$ cat src/sv/mwf_pkg.sv
// mwf_pkg: shared types and constants of the median window filter
package mwf_pkg;

  typedef logic [7:0] pixel_t;

  // result flags carried down the pipeline with each result
  typedef struct packed {
    logic line_end;
    logic frame_end;
  } mwf_flags_t;

  localparam int IN_ROW_W   = 13;
  localparam int OUT_ROW_W  = 12;
  localparam int HEIGHT_W   = 13;
  localparam int WIDTH_REG_W = 11;
  localparam int MAX_HEIGHT = 4096;
  localparam int RESET_WIDTH = 512;
  localparam logic [HEIGHT_W-1:0] RESET_HEIGHT = 13'd512;

  localparam int CFG_INDEX_W = 2;
  localparam int CFG_DATA_W  = 13;
  localparam logic [CFG_INDEX_W-1:0] REG_IMAGE_WIDTH  = 2'd0;
  localparam logic [CFG_INDEX_W-1:0] REG_IMAGE_HEIGHT = 2'd1;

endpackage

$ cat src/sv/mwf_median.sv
// mwf_median: rank-based median of the valid window samples and the result register
module mwf_median #(
  parameter int RADIUS = 1,
  localparam int SIDE = 2 * RADIUS + 1,
  localparam int WIN = SIDE * SIDE,
  localparam int RKW = $clog2(WIN),
  localparam int CNW = $clog2(WIN + 1)
) (
  input  logic                clk,
  input  logic                rst,
  input  logic                adv,
  input  logic                win_valid,
  input  mwf_pkg::pixel_t     win [WIN],
  input  logic                win_ok [WIN],
  input  mwf_pkg::mwf_flags_t win_flags,
  output logic                res_valid,
  output mwf_pkg::pixel_t     res_filtered,
  output mwf_pkg::mwf_flags_t res_flags
);
  import mwf_pkg::*;

  logic [8:0]     key [WIN];
  logic [RKW-1:0] rank_next [WIN];
  logic [CNW-1:0] cnt_next;

  logic           rk_valid;
  pixel_t         rk_val [WIN];
  logic [RKW-1:0] rk_rank [WIN];
  logic [CNW-1:0] rk_cnt;
  mwf_flags_t     rk_flags;

  logic [CNW-1:0] half;
  pixel_t         hi;
  pixel_t         lo;
  logic [8:0]     sum;

  // dropped samples sort above every real one; ties broken by position
  always_comb begin
    cnt_next = '0;
    for (int i = 0; i < WIN; i++) begin
      key[i] = win_ok[i] ? {1'b0, win[i]} : 9'h100;
      cnt_next = cnt_next + CNW'(win_ok[i]);
    end
    for (int i = 0; i < WIN; i++) begin
      rank_next[i] = '0;
      for (int j = 0; j < WIN; j++) begin
        if (j != i && (key[j] < key[i] || (key[j] == key[i] && j < i))) begin
          rank_next[i] = rank_next[i] + RKW'(1);
        end
      end
    end
  end

  always_ff @(posedge clk) begin
    if (rst) begin
      rk_valid <= 1'b0;
    end else if (adv) begin
      rk_valid <= win_valid;
    end
  end

  always_ff @(posedge clk) begin
    if (adv) begin
      for (int i = 0; i < WIN; i++) begin
        rk_val[i]  <= key[i][7:0];
        rk_rank[i] <= rank_next[i];
      end
      rk_cnt   <= cnt_next;
      rk_flags <= win_flags;
    end
  end

  // odd count averages the middle value with itself
  always_comb begin
    half = rk_cnt >> 1;
    hi   = '0;
    lo   = '0;
    for (int i = 0; i < WIN; i++) begin
      if (CNW'(rk_rank[i]) == half) begin
        hi = hi | rk_val[i];
      end
      if (CNW'(rk_rank[i]) + CNW'(1) == half) begin
        lo = lo | rk_val[i];
      end
    end
    sum = {1'b0, hi} + {1'b0, (rk_cnt[0] ? hi : lo)};
  end

  always_ff @(posedge clk) begin
    if (rst) begin
      res_valid <= 1'b0;
    end else if (adv) begin
      res_valid <= rk_valid;
    end
  end

  always_ff @(posedge clk) begin
    if (adv) begin
      res_filtered <= sum[8:1];
      res_flags    <= rk_flags;
    end
  end

  a_count_nonzero: assert property (@(posedge clk) disable iff (rst)
    rk_valid |-> (rk_cnt != '0))
    else $error("window without samples");
  a_valid_follows: assert property (@(posedge clk) disable iff (rst)
    (adv && rk_valid) |=> res_valid)
    else $error("ranked window lost on the way to the result register");
  a_hold_on_stall: assert property (@(posedge clk) disable iff (rst)
    (!adv && res_valid) |=> (res_valid && $stable(res_filtered)))
    else $error("result changed while stalled");

endmodule

$ cat config.mk
export PLATFORM = sky130hd
export DESIGN_NAME = mwf_median
export DESIGN_NICKNAME = d
export VERILOG_FILES = /design/src/sv/mwf_pkg.sv /design/src/sv/mwf_median.sv
export SDC_FILE = /design/constraint.sdc
export NUM_CORES = 1
export LEC_CHECK = 0
export BUFFER_PORTS_ARGS = -buffer_cell sky130_fd_sc_hd__clkbuf_2
export CORE_ASPECT_RATIO = 0.7
export CORE_MARGIN = 10
export CORE_UTILIZATION = 65
export CTS_CLUSTER_DIAMETER = 80
export DETAILED_ROUTE_END_ITERATION = 8
export GPL_TIMING_DRIVEN = 0
export HOLD_SLACK_MARGIN = 0.12
export PLACE_DENSITY = 0.84
export REMOVE_ABC_BUFFERS = 1
export SLEW_MARGIN = 20
export SYNTH_ARGS = -nofsm -noshare
export SYNTH_HDL_FRONTEND = slang
export SYNTH_SLANG_ARGS = --single-unit
$ cat constraint.sdc
create_clock -name clk -period 12.7 [get_ports clk]
set_input_delay 1.27 -clock clk [delete_from_list [all_inputs] [get_ports clk]]
set_output_delay 1.27 -clock clk [all_outputs]
set_load 0.05 [all_outputs]
==> summary.txt <==
Clock network
  – Post_cts resized: 0
  – Clk Latency, worst-skew pair: 0.44 ns
  – Root cell of the clock tree: clkbuf_16
  – Max Buffers Root-to-Sink: 2
  – # hold bufs at CTS: 0
  – CTS tree: built
  – Clk sinks: 126
  – Post-CTS Setup Bufs: 0
  – Total CTS buffers: 17
  – Clock slew at reported path FFs: 0.06 ns
  – Htree depth: 4

Synthesis
  – Synth unique cells: 96
  – EDFF count, synth: 124
  – Ys Warns: 0
  – Gate Count Post-Synth: 1864
  – Post-synth top flop: edfxtp_1
  – Post-synthesis async set-or-reset flop share: 0%
  – Flip-flop and latch count after synthesis: 126
  – Sequential fraction of the synthesis area: 21.3%
  – Syn_area_per_cell: 9.47 sq um
  – Cell area after synthesis: 17600 sq um

Pwr
  – Leak: 8.91 nW
  – Clock power frac: 13.5%
  – Internal: 2.06 mW
  – Seq pwr share: 19.7%
  – Switching power of the nets: 1.76 mW
  – Power Dens Cells: 198 nW/um^2
  – Pwr Total: 3.81 mW
  – Sw frac: 46.1%
  – Max VDD drop: 0.178 mV
  – Gate power share: 66.9%

Timing
  – Post-route setup TNS: 0 ns
  – Fin crit share: 63.1%
  – Slew @ Worst Pin: 1.35 ns
  – Pins Over Slew Limit: 0
  – Max Clock Freq: 0.125 GHz
  – Hold Vio Cnt, Final: 0
  – Minimum clock period: 8.02 ns
  – Setup violators final: 0
  – Slew margin rel.: 10.1%
  – Final Skew: 0.00616 ns
  – Setup WS post-layout: 4.68 ns
  – Hold WS: 0.417 ns
  – RSZ-0062 raised after global routing: false

Floorplan
  – Starting density of the core: 66.0%
  – # rows: 50
  – Die Area: 34200 sq um
  – Core area: 26700 sq um
  – Die height: 158 um
  – Io pins: 98
  – Die width: 217 um

Detailed routing
  – Pre-antenna DRT Iters: 9
  – DRC violations left: 3
  – Via/cell ratio: 6.92
  – DR vias: 16200
  – Final ANT Viol Nets: 0
  – Total wire length: 59.2 mm
  – Iter 0 DRT Violations: 2463
  – DR WL/cell: 25.3 um

Placement
  – Port Buf Inserts: 97
  – Final GP Congestion: 1.01
  – Dpl hpwl: 45.4 mm
  – Place WS: 4.40 ns

Finish
  – Filler cells: 1973
  – Area Overhead vs Synth: 9.10%
  – # diodes: 0
  – Commonest non-fill, non-tap cells in the layout: 405 x ha_1, 178 x nand2_1, 142 x inv_1, 124 x edfxtp_1, 96 x clkbuf_2
  – Share of cells above drive strength 1: 12.1%
  – Final #Nets: 2465
  – Commonest non-fill, non-tap cell in the layout: ha_1

Critical path
  – Crit path kind: in2reg
  – CP Launch Type: input pin
  – Cell mode on critical path: ha_1
  – CP Max Fanout: 17
  – Worst Path Buf+Inv: 2
  – Cell family with most CP delay: adder cells
  – CP max stage cell: o31ai_2
  – Critical path's largest stage delay: 0.78 ns
  – Worst path required time: 12.89 ns
  – Arr. time, crit path: 8.21 ns
  – CP endpoint kind: flip-flop

GRT
  – GRT overflow: 0
  – First-pass GRT wire length: 89.1 mm
  – Largest net degree at the start of global routing: 90
  – Initial antenna violation count: 0
  – Vias in the first global route: 15800
  – Aggregate global-route resource usage: 33.9%

Outcome
  – Failing checks: design-rule violations
  – Status: complete, but fails checks

Hold path
  – HP Class: reg2reg

Flow run
  – MaxCap Viol Count: 0
==> path summary, 6_finish.rpt <==
kind          startpoint               to  slack [ns]  cells after the start
min          rk_flags[1]     res_flags[1]        0.42                      0
max reg2reg    rk_cnt[2]  res_filtered[7]        8.04                     14
max            win_ok[1]   rk_rank[1][13]        4.68                     26
min reg2reg  rk_flags[1]     res_flags[1]        0.42                      0
==> through the flow <==
stage / utilization, % / area (sq um) / std cells
4_1_cts: 72.0 / 19200 / 2343
5_1_grt: 72.1 / 19200 / 2343
3_5_place_dp: 69.7 / 18600 / 2312
6_report: 72.1 / 19200 / 2343
3_3_place_gp: 69.2 / 18500 / 2307
2_1_floorplan: - / 17500 / 1846
==> per-layer routing <==
metal	vias to the layer above	GRT usage, %	share of wire (%)
met1	7523	43.9	39
met3	260	9.76	14
met2	1194	51.7	42
li1	7239	-	-
met4	0	15.2	4.9
met5	-	0	0
==> cells by family after synthesis <==
kind of cell	share of synthesized area, %
muxes	3.28
and+or+nand+nor	15.3
buffers and inverters	3.62
AOI/OAI and AO/OA	16.6
xor gates and xnor gates	10.5
DFF	21.3
adders and majority gates	29.4
==> power by group through the flow <==
stage	clock [mW]	sequential, mW	combinational (mW)
after floorplan	0	0.770	1.82
final	0.514	0.750	2.55
after CTS	0.510	0.744	2.48
after global routing	0.528	0.758	2.78
after detailed placement	0	0.750	2.44
after global placement	0	0.744	2.27
==> Yosys cell counts (28+ instances only) <==
cell type  count  area [sq um]
nor3_1        28           140
o21a_1        30           225
nor2b_1       29           181
inv_1        142           533
a21o_1        31           233
nand4_1       45           282
nand2_1      178           668
ha_1         405          5070
xnor2_1       84           736
nor2_1        61           229
mux2_2        39           439
a21oi_1       92           460
nand3_1       73           365
xor2_1        65           569
edfxtp_1     124          3720
o21ai_0       62           310
==> layout make-up <==
| class | count | area, sq um | share of cell area [%] |
|---|---|---|---|
| multi-input cells | 1576 | 13400 | 69.4 |
| flip-flops and latches | 126 | 3760 | 19.6 |
| repair buffers | 102 | 542 | 2.81 |
| inverters | 144 | 541 | 2.81 |
| well taps | 364 | 455 | 2.37 |
| clock buffers | 18 | 429 | 2.23 |
| clock inverters | 13 | 164 | 0.852 |
==> registers in the layout (all words and copies together) (netlist names) <==
register and count:
rk_rank 36, rk_flags 2, res_flags 2, rk_cnt 4, res_filtered 8, res_valid 1, rk_val 72, rk_valid 1
Note: power is estimated with default switching activity, not from simulation.
