===== config.mk =====
export PLATFORM = sky130hd
export DESIGN_NAME = mwf_ctrl
export DESIGN_NICKNAME = d
export VERILOG_FILES = /design/src/sv/mwf_pkg.sv /design/src/sv/mwf_ctrl.sv
export SDC_FILE = /design/constraint.sdc
export NUM_CORES = 1
export LEC_CHECK = 0
export BUFFER_PORTS_ARGS = -buffer_cell sky130_fd_sc_hd__buf_2
export CORE_MARGIN = 2
export CORE_UTILIZATION = 53
export CTS_CLUSTER_SIZE = 14
export DETAILED_ROUTE_END_ITERATION = 16
export HOLD_SLACK_MARGIN = 0.02
export PLACE_DENSITY = 0.76
export SKIP_CTS_REPAIR_TIMING = 1
export SLEW_MARGIN = 20
export SYNTH_ARGS = -nofsm -noshare
export SYNTH_HDL_FRONTEND = slang
export SYNTH_SLANG_ARGS = --single-unit

===== constraint.sdc =====
create_clock -name clk -period 5.9 [get_ports clk]
set_input_delay 0.295 -clock clk [delete_from_list [all_inputs] [get_ports clk]]
set_output_delay 0.295 -clock clk [all_outputs]
set_load 0.01 [all_outputs]

===== src/sv/mwf_pkg.sv =====
// mwf_pkg: shared types and constants of the median window filter
package mwf_pkg;

  typedef logic [7:0] pixel_t;

  // result flags carried down the pipeline with each result
  typedef struct packed {
    logic line_end;
    logic frame_end;
  } mwf_flags_t;

  localparam int IN_ROW_W   = 13;
  localparam int OUT_ROW_W  = 12;
  localparam int HEIGHT_W   = 13;
  localparam int WIDTH_REG_W = 11;
  localparam int MAX_HEIGHT = 4096;
  localparam int RESET_WIDTH = 512;
  localparam logic [HEIGHT_W-1:0] RESET_HEIGHT = 13'd512;

  localparam int CFG_INDEX_W = 2;
  localparam int CFG_DATA_W  = 13;
  localparam logic [CFG_INDEX_W-1:0] REG_IMAGE_WIDTH  = 2'd0;
  localparam logic [CFG_INDEX_W-1:0] REG_IMAGE_HEIGHT = 2'd1;

endpackage


===== src/sv/mwf_ctrl.sv =====
// mwf_ctrl: config registers, raster counters, store writes and result scheduling
module mwf_ctrl #(
  parameter int RADIUS = 1,
  parameter int MAX_WIDTH = 1024,
  localparam int SIDE = 2 * RADIUS + 1,
  localparam int LINES = 4 * RADIUS + 2,
  localparam int CW = $clog2(MAX_WIDTH),
  localparam int WW = CW + 1,
  localparam int KW = $clog2(SIDE),
  localparam int LW = $clog2(LINES),
  localparam int DEPTH = (MAX_WIDTH + SIDE - 1) / SIDE,
  localparam int AW = (DEPTH > 1) ? $clog2(DEPTH) : 1
) (
  input  logic                                clk,
  input  logic                                rst,
  input  logic                                adv,
  input  logic                                item_valid,
  input  mwf_pkg::pixel_t                     item_sample,
  input  logic                                item_drain,
  input  logic                                cfg_valid,
  input  logic [mwf_pkg::CFG_INDEX_W-1:0]     cfg_index,
  input  logic [mwf_pkg::CFG_DATA_W-1:0]      cfg_data,
  output logic                                wr_en,
  output logic [LW-1:0]                       wr_line,
  output logic [KW-1:0]                       wr_k,
  output logic [AW-1:0]                       wr_addr,
  output mwf_pkg::pixel_t                     wr_data,
  output logic                                pos_valid,
  output logic [mwf_pkg::OUT_ROW_W-1:0]       pos_row,
  output logic [CW-1:0]                       pos_col,
  output logic [AW-1:0]                       pos_q,
  output logic [KW-1:0]                       pos_k,
  output logic [LW-1:0]                       pos_line,
  output mwf_pkg::mwf_flags_t                 pos_flags,
  output logic [WW-1:0]                       w_eff,
  output logic [mwf_pkg::HEIGHT_W-1:0]        h_eff
);
  import mwf_pkg::*;

  localparam logic [WW-1:0] W_RESET =
    (RESET_WIDTH > MAX_WIDTH) ? WW'(MAX_WIDTH) : WW'(RESET_WIDTH);

  logic [IN_ROW_W-1:0]  in_row, in_row_next;
  logic [CW-1:0]        in_col, in_col_next;
  logic [AW-1:0]        in_q, in_q_next;
  logic [KW-1:0]        in_k, in_k_next;
  logic [LW-1:0]        in_line, in_line_next;
  logic [OUT_ROW_W-1:0] out_row, out_row_next;
  logic [CW-1:0]        out_col, out_col_next;
  logic [AW-1:0]        out_q, out_q_next;
  logic [KW-1:0]        out_k, out_k_next;
  logic [LW-1:0]        out_line, out_line_next;

  logic                 store;
  logic                 in_last;
  logic [13:0]          dr;
  logic [WW-1:0]        dc;
  logic                 emit;
  logic                 last_col;
  logic                 last_frame;
  logic                 cfg_hit;
  logic [WW-1:0]        w_new;
  logic [HEIGHT_W-1:0]  h_new;

  assign cfg_hit = cfg_valid && (cfg_index == REG_IMAGE_WIDTH || cfg_index == REG_IMAGE_HEIGHT);

  // zero and oversize sizes clamp to the supported range; width takes only the low WIDTH_REG_W data bits
  always_comb begin
    if (cfg_data[WIDTH_REG_W-1:0] == '0) begin
      w_new = WW'(1);
    end else if (32'(cfg_data[WIDTH_REG_W-1:0]) > 32'(MAX_WIDTH)) begin
      w_new = WW'(MAX_WIDTH);
    end else begin
      w_new = WW'(cfg_data[WIDTH_REG_W-1:0]);
    end
    if (cfg_data == '0) begin
      h_new = HEIGHT_W'(1);
    end else if (32'(cfg_data) > 32'(MAX_HEIGHT)) begin
      h_new = HEIGHT_W'(MAX_HEIGHT);
    end else begin
      h_new = cfg_data;
    end
  end

  always_comb begin
    store   = !item_drain && (in_row < h_eff);
    in_last = ({1'b0, in_col} == w_eff - WW'(1));

    in_row_next  = in_row;
    in_col_next  = in_col;
    in_q_next    = in_q;
    in_k_next    = in_k;
    in_line_next = in_line;
    if (store) begin
      if (in_last) begin
        in_row_next  = in_row + IN_ROW_W'(1);
        in_col_next  = '0;
        in_q_next    = '0;
        in_k_next    = '0;
        in_line_next = (in_line == LW'(LINES - 1)) ? '0 : in_line + LW'(1);
      end else begin
        in_col_next = in_col + CW'(1);
        if (in_k == KW'(SIDE - 1)) begin
          in_k_next = '0;
          in_q_next = in_q + AW'(1);
        end else begin
          in_k_next = in_k + KW'(1);
        end
      end
    end

    // last input position the current result waits for
    dr = ({2'b00, out_row} + 14'(RADIUS) > {1'b0, h_eff} - 14'd1)
           ? {1'b0, h_eff} - 14'd1 : {2'b00, out_row} + 14'(RADIUS);
    dc = ({1'b0, out_col} + WW'(RADIUS) > w_eff - WW'(1))
           ? w_eff - WW'(1) : {1'b0, out_col} + WW'(RADIUS);
    emit = ({1'b0, in_row_next} > dr)
        || ({1'b0, in_row_next} == dr && {1'b0, in_col_next} > dc);

    last_col   = ({1'b0, out_col} == w_eff - WW'(1));
    last_frame = last_col && ({1'b0, out_row} == h_eff - HEIGHT_W'(1));

    out_row_next  = out_row;
    out_col_next  = out_col;
    out_q_next    = out_q;
    out_k_next    = out_k;
    out_line_next = out_line;
    if (emit) begin
      if (last_frame) begin
        out_row_next  = '0;
        out_col_next  = '0;
        out_q_next    = '0;
        out_k_next    = '0;
        out_line_next = '0;
        in_row_next   = '0;
        in_col_next   = '0;
        in_q_next     = '0;
        in_k_next     = '0;
        in_line_next  = '0;
      end else if (last_col) begin
        out_row_next  = out_row + OUT_ROW_W'(1);
        out_col_next  = '0;
        out_q_next    = '0;
        out_k_next    = '0;
        out_line_next = (out_line == LW'(LINES - 1)) ? '0 : out_line + LW'(1);
      end else begin
        out_col_next = out_col + CW'(1);
        if (out_k == KW'(SIDE - 1)) begin
          out_k_next = '0;
          out_q_next = out_q + AW'(1);
        end else begin
          out_k_next = out_k + KW'(1);
        end
      end
    end
  end

  assign wr_en   = adv && item_valid && store;
  assign wr_line = in_line;
  assign wr_k    = in_k;
  assign wr_addr = in_q;
  assign wr_data = item_sample;

  always_ff @(posedge clk) begin
    if (rst) begin
      w_eff    <= W_RESET;
      h_eff    <= RESET_HEIGHT;
      in_row   <= '0;
      in_col   <= '0;
      in_q     <= '0;
      in_k     <= '0;
      in_line  <= '0;
      out_row  <= '0;
      out_col  <= '0;
      out_q    <= '0;
      out_k    <= '0;
      out_line <= '0;
    end else if (cfg_hit) begin
      if (cfg_index == REG_IMAGE_WIDTH) begin
        w_eff <= w_new;
      end else begin
        h_eff <= h_new;
      end
      // any size write aborts the frame in progress
      in_row   <= '0;
      in_col   <= '0;
      in_q     <= '0;
      in_k     <= '0;
      in_line  <= '0;
      out_row  <= '0;
      out_col  <= '0;
      out_q    <= '0;
      out_k    <= '0;
      out_line <= '0;
    end else if (adv && item_valid) begin
      in_row   <= in_row_next;
      in_col   <= in_col_next;
      in_q     <= in_q_next;
      in_k     <= in_k_next;
      in_line  <= in_line_next;
      out_row  <= out_row_next;
      out_col  <= out_col_next;
      out_q    <= out_q_next;
      out_k    <= out_k_next;
      out_line <= out_line_next;
    end
  end

  always_ff @(posedge clk) begin
    if (rst) begin
      pos_valid <= 1'b0;
    end else if (adv) begin
      pos_valid <= item_valid && emit;
    end
  end

  always_ff @(posedge clk) begin
    if (adv) begin
      pos_row             <= out_row;
      pos_col             <= out_col;
      pos_q               <= out_q;
      pos_k               <= out_k;
      pos_line            <= out_line;
      pos_flags.line_end  <= last_col;
      pos_flags.frame_end <= last_frame;
    end
  end

  a_in_row_bound: assert property (@(posedge clk) disable iff (rst) in_row <= h_eff)
    else $error("input row beyond frame height");
  a_out_pos_bound: assert property (@(posedge clk) disable iff (rst)
    ({1'b0, out_row} < h_eff) && ({1'b0, out_col} < w_eff))
    else $error("result position outside the frame");
  a_phase_bound: assert property (@(posedge clk) disable iff (rst)
    (in_k < KW'(SIDE)) && (out_k < KW'(SIDE)) && (in_line < LW'(LINES))
      && (out_line < LW'(LINES)))
    else $error("bank phase counter out of range");

endmodule


==> metrics.md <==
| Metric | Value |
|---|---|
| Routed met2 length | `11,600 µm` |
| Critical path startpoint category | `register` |
| Fin crit share | `96.6%` |
| Tot Pwr | `2350 µW` |
| Cell Area, Synth | `0.00908 mm²` |
| Leak | `0.00455 µW` |
| Reg-to-reg critical path startpoint | `w_eff[1]` |
| Flop-to-flop setup slack | `0.20 ns` |
| Top FF cell, synth | `dfxtp_1` |
| Final setup violation count | `0` |
| Slew @ Worst Pin | `1.11 ns` |
| Share of the yosys chip area belonging to registers | `34.2%` |
| DR WL/cell | `19.0 µm` |
| IO Pins | `115` |
| Detailed Route WL | `26,300 µm` |
| Power Density | `220 mW/mm²` |
| Clock Pin Slew Worst Setup and Hold Paths | `0.07 ns` |
| Critical Path Fanout Max | `19` |
| Area of the multi-input gates | `0.00557 mm²` |
| Met1 wire length | `11,100 µm` |
| Fin. max-slew vios | `0` |
| Worst-Skew Late Latency | `0.44 ns` |
| Combinational share of power | `10.1%` |
| 1st-iter DRT viols | `1,116` |
| GRT Residual Overflow | `0` |
| Top Metal Used | `met5` |
| Routed wl met3 | `2720 µm` |
| Int Power | `1740 µW` |
| Final GP Congestion | `0.977` |
| R2r endpoint | `out_q[3]` |
| Seq. cell area | `0.00310 mm²` |
| Crit path DAT | `6.05 ns` |
| Seq pwr share | `41.6%` |
| Routed vias | `8,623` |
| DRT Pass-1 Iters | `5` |
| Slack of the critical path | `0.201 ns` |
| DP Worst Slack | `-0.153 ns` |
| Fmax | `175 MHz` |
| Crit Path Category | `register to register` |
| Final hold violation count | `0` |
| Vias in the first global route | `7,760` |
| CTS H-tree depth | `4` |
| Max-Cap Viols | `0` |
| Hold endpoint | `h_eff[9]` |
| Sink Count | `136` |
| Final net count | `1,245` |
| Syn Area/Cell | `8.74 µm²` |
| Initial Util | `54.5%` |
| Post-DRT Antenna Nets | `0` |
| Share of layout cells above drive strength 1 | `20.1%` |
| Filler cells | `1,367` |
| Pin count of the biggest net entering global routing | `42` |
| Synth Instances | `1,039` |
| Post-Syn Nets | `1,135` |
| Drt drc | `0` |
| First-pass GRT wire length | `40,600 µm` |
| Worst hold path cell count | `2` |
| Library cells used by synthesis | `75` |
| Clk_skew | `0.0120 ns` |
| TritonCTS clock tree | `yes` |
| Core area | `0.0166 mm²` |
| EDFF count, synth | `38` |
| Area delta synth->final | `17.8%` |
| Outcome | `finished clean` |
| Vias per cell | `6.24` |
| Crit end category | `register` |
| Clock Path Buffers | `2` |
| ANT cells | `0` |
| Slowest CP cell | `or4b_2` |
| Total CTS buffers | `17` |
| Yosys Warn Count | `0` |
| CTS Root Cell | `clkbuf_16` |
| Buffers added on ports | `98` |
| Clock power frac | `48.3%` |
| Post-synth ARST share | `0%` |
| HPWL after detailed placement | `19,300 µm` |
| Slew Limit Headroom | `25.6%` |
| Hold Crit Class | `primary input to register` |
| Crit-path cells | `inv_1 -> ha_2 -> or4b_4 -> nor3_2 -> xor2_1 -> inv_1 -> ha_1 -> and3_1 -> nand4_1 -> o21bai_1 -> nand3_1 -> o21a_4 -> nand2_1 -> o21ai_0 -> ha_1 -> nand4_1 -> nor3_1 -> a21oi_2 -> o31ai_4 -> a211oi_2 -> buf_4 -> nand3b_1 -> or4b_2 -> a21oi_1` |
| Yosys reg bits | `136` |
| Initial antenna violation count | `1` |
| Hold Path Origin | `cfg_data[9]` |
| Max VDD drop | `0.000241 V` |
| R2r worst-path depth | `24` |
| Die width | `135 µm` |
| Required time of the critical path | `6.26 ns` |
| Switching Share | `26.0%` |
| Die height | `135 µm` |
| Minimum clock period | `5.70 ns` |
| Critical Path Max Stage Delay | `0.65 ns` |
| Die area | `0.0182 mm²` |
| Rows | `47` |
| Switching power | `609 µW` |
| Total GRT Usage | `28.7%` |
## worst max path at each step
stage	from	to	slack (ns)
6_report	w_eff[1]	out_q[3]	0.20
5_1_grt	w_eff[1]	out_q[3]	-0.12
4_1_cts	w_eff[0]	out_q[3]	-0.19
3_5_place_dp	w_eff[0]	out_q[5]	-0.15
3_3_place_gp	w_eff[1]	out_q[3]	0.04
2_1_floorplan	h_eff[2]	out_line[2]	0.17
## sequential cells by signal, indices dropped and copies added (netlist names), 10 cells and up
register	flops
pos_col	10
out_row	12
in_col	10
out_col	10
w_eff	11
pos_row	12
h_eff	13
in_row	13
## layout make-up
cell class | count | share of cell area [%]
well taps | 220 | 2.57
clock buffers | 18 | 4.01
flip-flops and latches | 136 | 29.0
repair buffers | 159 | 8.87
inverters | 49 | 1.72
multi-input cells | 786 | 52.1
clock inverters | 14 | 1.74
## routing by layer
metal,up-vias,GRT usage [%]
met5,-,0
met4,2,10.6
met3,82,6.53
met2,540,43.5
met1,3991,39.9
li1,4008,-
## metrics by stage
step | area, µm² | TNS [ns] | utilization (%) | hold slack, ns | cells
after detailed placement | 9960 | -0.501 | 59.9 | 0.447 | 1345
after global placement | 9960 | 0 | 59.9 | 0.430 | 1345
after global routing | 10700 | -0.318 | 64.2 | 0.150 | 1382
final | 10700 | 0 | 64.2 | 0.152 | 1382
after CTS | 10600 | -0.927 | 63.6 | 0.143 | 1377
after floorplan | 9080 | 0 | - | 0.405 | 1039
## worst max-delay path, delay by kind of cell, from the launching register on
family                     cells  cell delay [ns]
buffers and inverters          3             0.38
AOI/OAI and AO/OA              7             1.42
DFF                            1             0.36
and+or+nand+nor               10             2.32
adders and majority gates      3             0.84
xor gates and xnor gates       1             0.28
## cells in the mapped netlist (all sizes together), types with 3 or more instances
master / count / area share (%)
a211oi: 7 / 0.58
a21o: 12 / 0.99
a21oi: 73 / 4.1
a22oi: 13 / 1.1
a311oi: 5 / 0.48
a31oi: 8 / 0.55
a32o: 6 / 0.66
a32oi: 4 / 0.39
a41oi: 3 / 0.29
and2: 10 / 0.69
and3: 28 / 1.9
buf: 19 / 1.3
clkbuf: 49 / 2.0
dfxtp: 98 / 22
edfxtp: 38 / 13
ha: 67 / 9.2
inv: 49 / 2.0
mux2: 8 / 0.99
mux2i: 11 / 1.2
nand2: 72 / 3.0
nand2b: 9 / 0.62
nand3: 46 / 2.5
nand3b: 5 / 0.41
nand4: 27 / 1.9
nand4b: 8 / 0.77
nor2: 84 / 3.5
nor2b: 14 / 0.96
nor3: 13 / 0.83
nor3b: 9 / 0.74
nor4: 14 / 1.4
o2111ai: 4 / 0.39
o21a: 6 / 0.50
o21ai: 53 / 2.9
o22ai: 10 / 0.69
o31ai: 8 / 0.66
or2: 4 / 0.28
or3: 14 / 0.96
or4: 8 / 0.70
or4b: 4 / 0.44
xnor2: 50 / 4.8
xnor3: 8 / 2.0
xor2: 36 / 3.5
## logic make-up (layout without fill, tap and decap cells)
| logic type | Yosys count | count (layout) | synth area share [%] |
|---|---|---|---|
| mux | 19 | 19 | 2.21 |
| buf+inv | 117 | 240 | 5.36 |
| flops | 136 | 136 | 34.2 |
| compound gates | 230 | 230 | 16.1 |
| fa+ha+maj | 69 | 69 | 9.46 |
| xor+xnor | 95 | 95 | 10.5 |
| simple gates | 373 | 373 | 22.2 |
## power groups by stage
stage	combinational (µW)	clock, µW	sequential, µW
after global routing	256	1180	978
after detailed placement	223	0	997
final	236	1130	977
after floorplan	141	0	1000
after CTS	226	1130	977
after global placement	221	0	997
## cell usage in the layout (no fill, tap or decap), types with 36 or more instances in the layout
master,count
edfxtp_1,38
nor2_1,83
o21ai_0,50
inv_1,49
ha_1,66
buf_2,98
xnor2_1,49
xor2_1,36
buf_4,61
a21oi_1,71
nand2_1,70
dfxtp_1,98
nand3_1,46
(Power assumes the default switching activity.)
